==> config.mk <==
export PLATFORM = sky130hd
export DESIGN_NAME = round_robin_slot_allocator
export DESIGN_NICKNAME = d
export VERILOG_FILES = /design/src/rrsa_pkg.sv /design/src/rrsa_mem.sv /design/src/rrsa_find.sv /design/src/round_robin_slot_allocator.sv
export SDC_FILE = /design/constraint.sdc
export NUM_CORES = 2
export LEC_CHECK = 0
export ABC_AREA = 1
export BUFFER_PORTS_ARGS = -buffer_cell sky130_fd_sc_hd__buf_2
export CORE_MARGIN = 5
export CORE_UTILIZATION = 60
export CTS_BUF_LIST = sky130_fd_sc_hd__clkbuf_4 sky130_fd_sc_hd__clkbuf_8 sky130_fd_sc_hd__clkbuf_16
export DETAILED_ROUTE_END_ITERATION = 8
export MAX_ROUTING_LAYER = met4
export PLACE_DENSITY = 0.82
export SYNTH_ARGS = -nofsm -noshare
export SYNTH_HDL_FRONTEND = slang
export SYNTH_SLANG_ARGS = --single-unit
export TNS_END_PERCENT = 1
==> constraint.sdc <==
create_clock -name i_clk -period 7.2 [get_ports i_clk]
set_input_delay 0.36 -clock i_clk [delete_from_list [all_inputs] [get_ports i_clk]]
set_output_delay 0.36 -clock i_clk [all_outputs]
set_load 0.005 [all_outputs]
==> src/rrsa_pkg.sv <==
package rrsa_pkg;

    localparam int MAX_SLOTS_DEF = 1024;
    localparam int WW            = 32;
    localparam int OW            = 5;
    localparam int SLOT_W        = 10;
    localparam int ACT_W         = 11;
    localparam int PADDR_W       = 3;
    localparam int PDATA_W       = 32;

    localparam logic [ACT_W-1:0] ACT_RESET  = 11'd1024;
    localparam logic             REQ_ALLOC  = 1'b0;
    localparam logic             REQ_FREE   = 1'b1;
    localparam logic             REG_ACTIVE = 1'b0;

    typedef struct packed {
        logic              req_type;
        logic [SLOT_W-1:0] slot_index;
    } t_in_item;

    typedef struct packed {
        logic              granted;
        logic [SLOT_W-1:0] granted_slot;
    } t_out_item;

    typedef struct packed {
        logic          hit;
        logic [OW-1:0] off;
    } t_find;

endpackage

==> src/rrsa_mem.sv <==
module rrsa_mem import rrsa_pkg::*; #(
    parameter int DEPTH = 32,
    parameter int AW    = 5
) (
    input  logic          i_clk,
    input  logic          i_we,
    input  logic [AW-1:0] i_waddr,
    input  logic [WW-1:0] i_wdata,
    input  logic          i_re,
    input  logic [AW-1:0] i_raddr,
    output logic [WW-1:0] o_rdata
);

    logic [WW-1:0] r_mem [DEPTH];
    logic [WW-1:0] r_rdata;

    always_ff @(posedge i_clk) begin
        if (i_we) begin
            r_mem[i_waddr] <= i_wdata;
        end
        if (i_re) begin
            r_rdata <= r_mem[i_raddr];
        end
    end

    assign o_rdata = r_rdata;

endmodule

==> src/rrsa_find.sv <==
module rrsa_find import rrsa_pkg::*; #(
    parameter int AW = 5,
    parameter int SW = AW + OW,
    parameter int CW = SW + 1
) (
    input  logic [WW-1:0] i_data,
    input  logic [AW-1:0] i_word,
    input  logic [SW-1:0] i_start,
    input  logic [CW-1:0] i_lim,
    input  logic          i_wrap,
    output t_find         o_find
);

    logic [WW-1:0] cand;

    always_comb begin
        logic [SW-1:0] slot;
        for (int b = 0; b < WW; b++) begin
            slot    = {i_word, OW'(b)};
            cand[b] = !i_data[b] && (CW'(slot) < i_lim) && (i_wrap || (slot >= i_start));
        end
    end

    always_comb begin
        o_find = '0;
        for (int b = WW - 1; b >= 0; b--) begin
            if (cand[b]) begin
                o_find.hit = 1'b1;
                o_find.off = OW'(b);
            end
        end
    end

endmodule

==> src/round_robin_slot_allocator.sv <==
// Release: the word is read on accept; ST_REL clears an in-range bit, sets the result.
// Allocate: the pointer's word is read on accept; ST_SCAN reads one 32-slot word of
//   the busy-flag memory at a time and stops in the first word if a free slot lies
//   at or after the pointer there. One item in flight; the next is taken while the
//   result waits in the output register.
// Synchronous active-low reset; then a clearing pass zeroes the flag memory while the
//   input stalls. Config writes are taken in every state, but not during reset.
module round_robin_slot_allocator import rrsa_pkg::*; #(
    parameter int MAX_SLOTS = MAX_SLOTS_DEF
) (
    input  logic               i_clk,
    input  logic               i_rst_n,
    input  logic               i_in_valid,
    input  t_in_item           i_in_data,
    output logic               o_in_stall,
    output logic               o_out_valid,
    output t_out_item          o_out_data,
    input  logic               i_out_stall,
    input  logic               psel,
    input  logic               penable,
    input  logic               pwrite,
    input  logic [PADDR_W-1:0] paddr,
    input  logic [PDATA_W-1:0] pwdata,
    output logic [PDATA_W-1:0] prdata,
    output logic               pready
);

    localparam int NW = (MAX_SLOTS + WW - 1) / WW;
    localparam int AW = (NW > 1) ? $clog2(NW) : 1;
    localparam int SW = AW + OW;
    localparam int CW = SW + 1;

    localparam logic [1:0] ST_CLR  = 2'd0;
    localparam logic [1:0] ST_IDLE = 2'd1;
    localparam logic [1:0] ST_SCAN = 2'd2;
    localparam logic [1:0] ST_REL  = 2'd3;

    logic [1:0]       r_state, n_state;
    logic [AW-1:0]    r_clr, n_clr;
    logic [ACT_W-1:0] r_active;
    logic [SW-1:0]    r_ptr, n_ptr;
    logic [SW-1:0]    r_p, n_p;
    logic [AW-1:0]    r_word, n_word;
    logic             r_wrap, n_wrap;
    logic [OW-1:0]    r_off, n_off;
    logic             r_idx_ok, n_idx_ok;
    logic             r_out_valid, n_out_valid;
    t_out_item        r_out, n_out;

    logic [ACT_W-1:0] eff;
    logic [CW-1:0]    cnt;
    logic [SW-1:0]    p_start;
    logic [SW-1:0]    idx_s;
    logic             idx_ok;
    logic             accept;
    logic             ofree;
    logic [CW-1:0]    lim;
    logic [SW-1:0]    slot_hit;
    logic [CW-1:0]    nxt_base;
    logic             fail;
    t_find            fnd;

    logic             mem_we, mem_re;
    logic [AW-1:0]    mem_waddr, mem_raddr;
    logic [WW-1:0]    mem_wdata, mem_rdata;

    assign eff     = (r_active == '0) ? ACT_W'(1) : r_active;
    assign cnt     = (32'(eff) > 32'(MAX_SLOTS)) ? CW'(MAX_SLOTS) : CW'(eff);
    assign p_start = (CW'(r_ptr) < cnt) ? r_ptr : '0;
    assign idx_s   = SW'(i_in_data.slot_index);
    assign idx_ok  = 32'(i_in_data.slot_index) < 32'(cnt);
    assign accept  = i_in_valid && !o_in_stall;
    assign ofree   = !r_out_valid || !i_out_stall;

    assign lim      = r_wrap ? CW'(r_p) : cnt;
    assign slot_hit = {r_word, fnd.off};
    assign nxt_base = CW'({r_word, OW'(0)}) + CW'(WW);
    assign fail     = r_wrap ? (nxt_base >= CW'(r_p)) : ((nxt_base >= cnt) && (r_p == '0));

    rrsa_find #(.AW(AW), .SW(SW), .CW(CW)) u_find (
        .i_data  (mem_rdata),
        .i_word  (r_word),
        .i_start (r_p),
        .i_lim   (lim),
        .i_wrap  (r_wrap),
        .o_find  (fnd)
    );

    rrsa_mem #(.DEPTH(NW), .AW(AW)) u_mem (
        .i_clk   (i_clk),
        .i_we    (mem_we),
        .i_waddr (mem_waddr),
        .i_wdata (mem_wdata),
        .i_re    (mem_re),
        .i_raddr (mem_raddr),
        .o_rdata (mem_rdata)
    );

    always_comb begin
        n_state     = r_state;
        n_clr       = r_clr;
        n_ptr       = r_ptr;
        n_p         = r_p;
        n_word      = r_word;
        n_wrap      = r_wrap;
        n_off       = r_off;
        n_idx_ok    = r_idx_ok;
        n_out_valid = (r_out_valid && i_out_stall);
        n_out       = r_out;
        mem_we      = 1'b0;
        mem_waddr   = r_word;
        mem_wdata   = '0;
        mem_re      = 1'b0;
        mem_raddr   = r_word;

        case (r_state)
            ST_CLR: begin
                mem_we    = 1'b1;
                mem_waddr = r_clr;
                n_clr     = r_clr + AW'(1);
                if (r_clr == AW'(NW - 1)) begin
                    n_state = ST_IDLE;
                end
            end
            ST_IDLE: begin
                if (accept) begin
                    mem_re   = 1'b1;
                    n_p      = p_start;
                    n_wrap   = 1'b0;
                    n_off    = idx_s[OW-1:0];
                    n_idx_ok = idx_ok;
                    if (i_in_data.req_type == REQ_ALLOC) begin
                        n_word  = p_start[SW-1:OW];
                        n_state = ST_SCAN;
                    end else begin
                        n_word  = idx_s[SW-1:OW];
                        n_state = ST_REL;
                    end
                    mem_raddr = n_word;
                end
            end
            ST_SCAN: begin
                if (fnd.hit) begin
                    if (ofree) begin
                        mem_we      = 1'b1;
                        mem_wdata   = mem_rdata | (WW'(1) << fnd.off);
                        n_out_valid = 1'b1;
                        n_out       = '{granted: 1'b1, granted_slot: SLOT_W'(slot_hit)};
                        n_ptr       = (CW'(slot_hit) + CW'(1) == cnt) ? '0
                                                                      : slot_hit + SW'(1);
                        n_state     = ST_IDLE;
                    end
                end else if (fail) begin
                    if (ofree) begin
                        n_out_valid = 1'b1;
                        n_out       = '{granted: 1'b0, granted_slot: '0};
                        n_ptr       = (r_p == '0) ? SW'(cnt - CW'(1)) : r_p - SW'(1);
                        n_state     = ST_IDLE;
                    end
                end else begin
                    mem_re = 1'b1;
                    if (!r_wrap && (nxt_base >= cnt)) begin
                        n_word = '0;
                        n_wrap = 1'b1;
                    end else begin
                        n_word = r_word + AW'(1);
                    end
                    mem_raddr = n_word;
                end
            end
            ST_REL: begin
                if (ofree) begin
                    mem_we      = r_idx_ok;
                    mem_wdata   = mem_rdata & ~(WW'(1) << r_off);
                    n_out_valid = 1'b1;
                    n_out       = '{granted: r_idx_ok, granted_slot: '0};
                    n_state     = ST_IDLE;
                end
            end
            default: begin
                n_state = ST_IDLE;
            end
        endcase
    end

    always_ff @(posedge i_clk) begin
        if (!i_rst_n) begin
            r_state     <= ST_CLR;
            r_clr       <= '0;
            r_ptr       <= '0;
            r_out_valid <= 1'b0;
            r_active    <= ACT_RESET;
        end else begin
            r_state     <= n_state;
            r_clr       <= n_clr;
            r_ptr       <= n_ptr;
            r_out_valid <= n_out_valid;
            if (psel && penable && pwrite && (paddr[PADDR_W-1] == REG_ACTIVE)) begin
                r_active <= pwdata[ACT_W-1:0];
            end
        end
    end

    always_ff @(posedge i_clk) begin
        r_p      <= n_p;
        r_word   <= n_word;
        r_wrap   <= n_wrap;
        r_off    <= n_off;
        r_idx_ok <= n_idx_ok;
        r_out    <= n_out;
    end

    assign o_in_stall  = (r_state != ST_IDLE);
    assign o_out_valid = r_out_valid;
    assign o_out_data  = r_out;
    assign pready      = 1'b1;
    assign prdata      = (paddr[PADDR_W-1] == REG_ACTIVE) ? PDATA_W'(r_active) : '0;

endmodule

# Yosys cells after proc, flatten, opt, wreduce, memory -nomap -nowiden
# Memories as Yosys holds them, arrays and structs flattened. A register that Yosys moved wholly into a read port is not among the register bits.
# Index checks and enable logic that the tools add are counted.
totals:
  register_bits: 62
  ram_bits: 1024
  wordCells: 351
  n_memories: 1
op_classes:
  addsub: 7
  order_cmp: 69
  eq_ne: 17
  shifts: 2
  n_mux: 87
  n_bitwise: 4
  reduce_logical: 151
memory_table:
  columns: ["name", "words", "word_bits", "read_ports", "rd_ports_with_merged_regs", "wr", "line", "source"]
  rows:
  - ["u_mem.r_mem", 32, 32, 1, 1, 1, "rrsa_mem.sv:14", "logic [WW-1:0] r_mem [DEPTH];"]
ops:
  columns: ["operator", "count"]
  rows:
  - ["10-bit by 11-bit < comparator with 1-bit output", 34]
  - ["10-bit >= comparator", 32]
  - ["6-bit two-way mux", 32]
  - ["11-bit two-way mux", 9]
  - ["32-bit two-way mux", 3]
  - ["1-bit logical AND", 71]
  - ["10-bit two-way mux", 7]
  - ["32-bit case mux with 2 select lines", 1]
  - ["1-bit by 5-bit left shift with 32-bit output (first input constant)", 2]
  - ["1-bit zero test", 36]
  - ["1-bit logical OR", 33]
  - ["32-bit bitwise AND", 1]
  - ["32-bit NOT", 1]
  - ["32-bit bitwise OR", 1]
  - ["5-bit two-way mux", 6]
  - ["11-bit case mux with 2 select lines", 1]
  - ["10-bit by 1-bit subtractor with 10-bit output (second input constant)", 2]
  - ["1-bit two-way mux", 17]
  - ["2-bit inequality test (second input constant)", 8]
  - ["10-bit by 1-bit adder with 11-bit output (second input constant)", 1]
  - ["10-bit by 6-bit adder with 11-bit output (second input constant)", 1]
  - ["11-bit equality test", 1]
  - ["11-bit by 10-bit >= comparator with 1-bit output", 1]
  - ["11-bit >= comparator", 1]
  - ["other kinds (22)", 35]

# Longest topological paths before layout
logic_depth:
  depth_word: 45
  mapped_depth: 64
  depth_no_buf: 64

# By module
# Synthesis repeated with hierarchy kept, for this count alone.
unflattened:
  cells_unflattened: 4754
  hier_area_um2: 50043.0
by_module_without_submodules:
  columns: ["module", "instances", "cells_each", "area_per_inst_um2", "seq_area_each_um2"]
  rows:
  - ["rrsa_mem", 1, 3536, 42726.0, 31710.4]
  - ["round_robin_slot_allocator", 1, 874, 5620.4, 1521.5]
  - ["rrsa_find", 1, 344, 1696.6, 0.0]

# Least setup slack after synthesis
# No wires, ideal clock.
synth_timing:
  path_kind: "reg2reg"
  startpoint: "register r_active[3]"
  endpoint: "memory u_mem.r_mem[0][15], data pin"
  setup_time_ns: 0.454
  arrival_time_ns: 5.950
  path_slack_ns: 0.796
  path_stages_with_launch: 51
  period_less_slack_ns: 6.404
  path_cell_list: "dfxtp_1 > nor2_1 > nand3_1 > o21bai_4 > inv_1 > nor2_1 > o21ai_0 > ha_1 > a21oi_1 > or2_2 > nand3_2 > nor2_4 > nand2_2 > nor2_1 > nand3b_1 > nand2_1 > nand2_1 > nand2_1 > (+15 left out) > nand2_1 > nand2_1 > nand2_1 > nand2_1 > nand2_1 > nand2_1 > nand2_1 > nand2_1 > nand2_1 > nand2_1 > a21oi_1 > ha_1 > inv_1 > nor2_1 > inv_2 > nor2_2 > a21oi_1 > o21ai_0"
synth_lines:
  columns: ["element", "line", "source"]
  rows:
  - ["start, declared", "round_robin_slot_allocator.sv:40", "logic [ACT_W-1:0] r_active;"]
  - ["start signal, assigned", "round_robin_slot_allocator.sv:199", "r_active <= pwdata[ACT_W-1:0];"]
  - ["end, declared", "rrsa_mem.sv:14", null]

# Worst setup path in the final report
layout_timing:
  startpoint: "register r_active[4]"
  endpoint: "register u_mem.r_rdata[6] (netlist: u_mem.o_rdata[6]), read port of u_mem.r_mem, data pin"
layout_via:
  elab_chain_len: 42
  word_cells_on_any_way: 148
layout_lines:
  columns: ["element", "line", "source"]
  rows:
  - ["11-bit zero test", "round_robin_slot_allocator.sv:67", "assign eff = (r_active == '0) ? ACT_W'(1) : r_active;"]
  - ["11-bit two-way mux (*)", "round_robin_slot_allocator.sv:67", null]
  - ["11-bit greater-than comparator", "round_robin_slot_allocator.sv:68", "assign cnt = (32'(eff) > 32'(MAX_SLOTS)) ? CW'(MAX_SLOTS) : CW'(eff);"]
  - ["11-bit two-way mux (*)", "round_robin_slot_allocator.sv:68", null]
  - ["11-bit two-way mux", "round_robin_slot_allocator.sv:75", "assign lim = r_wrap ? CW'(r_p) : cnt;"]
  - ["10-bit by 11-bit < comparator with 1-bit output", "rrsa_find.sv:20", "cand[b] = !i_data[b] && (CW'(slot) < i_lim) && (i_wrap || (slot >= i_start));"]
  - ["1-bit logical AND (2 in a row)", "rrsa_find.sv:20", null]
  - ["6-bit two-way mux (32 in a row)", "rrsa_find.sv:27", "if (cand[b]) begin"]
  - ["5-bit two-way mux / 1-bit two-way mux (equally long branches)", null, null]
  - ["5-bit case mux with 2 select lines / 1-bit case mux with 2 select lines (equally long branches)", null, null]
  - ["end, declared", "rrsa_mem.sv:15", "logic [WW-1:0] r_rdata;"]
# Every way passes the cells marked *; elsewhere a longest branch is shown, timed or not.
# A chain may end at the register's enable or synchronous reset.

==> impl_metrics.yaml <==
timing:
  grt_setup_unrepaired: "true"
  slew_headroom: 0.162
  tightest_slew_ns: 1.26
  fin_crit_ns: 6.75
  fmax_mhz: 148
  fin_skew_ns: 0.0383
  hold_slack_ns: 0.0339
  hold_violations: 0
  period_share: 0.938
  worst_slack_ns: 0.447
  tns_ns: 0
  drv_slew: 0
  setup-violations-final: 0
finish:
  final_cell_mix: "nand2_1 (1116), edfxtp_1 (1084), a21oi_1 (362), nor2_1 (192), inv_1 (150)"
  final_common_cell: "nand2_1"
  final_cells: 5338
  final_area_um2: 54600
  final_nets: 4293
  drive_gt1_frac: 0.116
  n_fill_cell: 5416
  n_antenna_cell: 0
  final_util: 0.680
  area_growth_pct: 12.5
route:
  routed_via_density: 6.55
  antenna_left: 0
  drt-pass1-iter-count: 8
  finalWirelength_um: 137000
  wl_per_cell_um: 25.6
  vias: 35000
  remaining_drc_errors: 0
  drt_iter0_markers: 4832
yosys:
  yosysWarnings: 0
  synth.distinct_cells: 62
  ys_seq_elements: 1118
  synth_edf_count: 1084
  synthCells: 4102
  synth-seq-area-share: 0.685
  syn_area_per_cell_um2: 11.8
  synth.top_cell.area_share: 0.671
  synthArstFlopShare: 0
  synth_area_um2: 48500
  synth_area_leaders: "edfxtp_1 (67%), nand2_1 (8.6%), a21oi_1 (3.8%)"
  synth_top_cell_by_area: "edfxtp_1"
  ys.flop_type: "edfxtp_1"
pwr:
  leakagePower_nw: 19.8
  vdd_ir_drop_max_v: 0.000331
  power.total_mw: 21.1
  power.density_nw_per_um2: 387
placed_design:
  dp.cells: 5119
  io_buffers: 53
  dpl.hpwl_um: 79300
  placed_area_um2: 50800
  gp_congestion: 0.999
  dp_slack_ns: 0.403
clock_tree:
  cts_tree: "done"
  cts.htree.levels: 3
  clock_sinks: 1118
  clk_latency_ns: 0.70
  cts_root_buf: "clkbuf_16"
  clock_path_buffers: 3
  numCtsBuffers: 106
  clkTransAtPathRegs_ns: 0.07
critical_path:
  crit_buf_inv: 8
  startpoint_type: "flip-flop"
  crit_type: "flip-flop to flip-flop"
  required_ns: 7.64
  end_kind: "flip-flop"
  worst_path_most_repeated_cell: "nand2_1"
  path_max_fanout: 73
  cpMaxStageDelayCell: "a31oi_1"
  cp.arrival_ns: 7.19
  crit_family: "simple AND/OR/NAND/NOR gates"
  cpPeakStageDelay_ns: 0.36
global_routing:
  antenna_found_initial: 0
  grt_pass1_wl_um: 202000
  grt_use_total: 0.318
  grt_max_degree: 90
  grt-ovfl-total: 0
  grt_pass1_vias: 33500
flow_run:
  cap_viol_max_count: 0
die:
  core_um2: 80300
  initial_core_util: 0.604
  num_io_pins: 99
  num_rows: 104
  fp.dieW_um: 294
  dieArea_um2: 86600
  die_h_um: 294
worst_hold_path:
  hp-class: "input pin to flip-flop"
status:
  status: "complete, no violations"
power breakdown:
group          internal, mW  leakage (nW)  total [mW]  switching (mW)
Clock                  3.24          1.77        5.68            2.44
Sequential             7.49          11.1        7.59          0.0948
Combinational          2.50          6.91        7.88            5.38
Total                  13.2          19.8        21.1            7.91
registers in the layout, summed over array words and instances, names as in the netlist:
register	flops
r_off	5
r_idx_ok	1
r_active	11
r_state	2
r_p	10
r_clr	5
o_out_data	11
r_word	5
u_mem.o_rdata	32
u_mem.r_mem	1024
r_ptr	10
r_wrap	1
o_out_valid	1
cells in the mapped netlist (3+ instances only):
cell type  count
nor2_1       229
xor2_1        12
a21oi_1      364
nor3_1        32
nand2_2        4
o2111ai_1      9
nand4_1       22
a32oi_1      128
and3_1         3
a31oi_1       31
ha_1          53
nand3_2        3
o31a_1        10
buf_6          5
o21ai_1       21
xnor2_1        3
edfxtp_1    1084
buf_1         12
nand3b_1       3
o21ai_0       99
inv_2         15
buf_4         31
nor2_2         6
or2_2          4
clkinv_1       5
nand2_1     1116
clkbuf_1     120
nand3_1       80
buf_2         97
nor4_1         8
inv_1        153
a211oi_1       5
o22ai_1        8
dfxtp_1       34
a32o_1       132
o211ai_1     126
what timing repair did:
action	4_1_cts	5_1_grt
hold buffers	16	0
buffers inserted	0	3
setup endpoints to repair	0	505
resized for setup	0	17
endpoints found under the hold margin	16	0
kinds of logic after synthesis:
logic type               count (synthesis)  synth area share
AND/OR/NAND/NOR                       1519             0.125
flip-flops                            1118             0.685
AO/OA/AOI/OAI                          955             0.134
buffers and inverters                  440            0.0398
adder cells (fa/ha/maj)                 53            0.0137
XOR/XNOR                                15           0.00271
other                                    2          0.000155
final cells by class:
| type | count | area, um^2 | share of cell area |
|---|---|---|---|
| Clock inverter | 70 | 688 | 0.0126 |
| Multi-Input combinational cell | 2565 | 13800 | 0.253 |
| Timing Repair Buffer | 221 | 1950 | 0.0357 |
| Clock buffer | 129 | 2870 | 0.0526 |
| Inverter | 175 | 682 | 0.0125 |
| Tap cell | 1060 | 1330 | 0.0243 |
| Sequential cell | 1118 | 33200 | 0.609 |
metal layers:
| metal | wire (um) | global-route usage | part of all wire |
|---|---|---|---|
| met1 | 49000 | 0.418 | 0.36 |
| met4 | 6780 | 0.139 | 0.050 |
| met3 | 17600 | 0.0668 | 0.13 |
| met5 | 0 | - | 0 |
| met2 | 63200 | 0.487 | 0.46 |
worst paths after layout:
path                                  start               end  slack, ns  cells past startpoint
worst min-delay path             i_in_valid        r_state[1]       0.03                      3
worst min register to register  r_active[8]       r_active[8]       0.51                      2
worst max register to register  r_active[4]  u_mem.o_rdata[6]       0.45                     38
worst max-delay path            r_active[4]  u_mem.o_rdata[6]       0.45                     38
worst reg2reg max path, delay by kind of cell (launching register included):
kind | cells | cell delay (ns)
compound gates | 9 | 1.86
fa+ha+maj | 1 | 0.31
flops | 1 | 0.32
simple gates | 20 | 2.80
buf+inv | 8 | 1.20
Note: power is estimated with default switching activity, not from simulation.
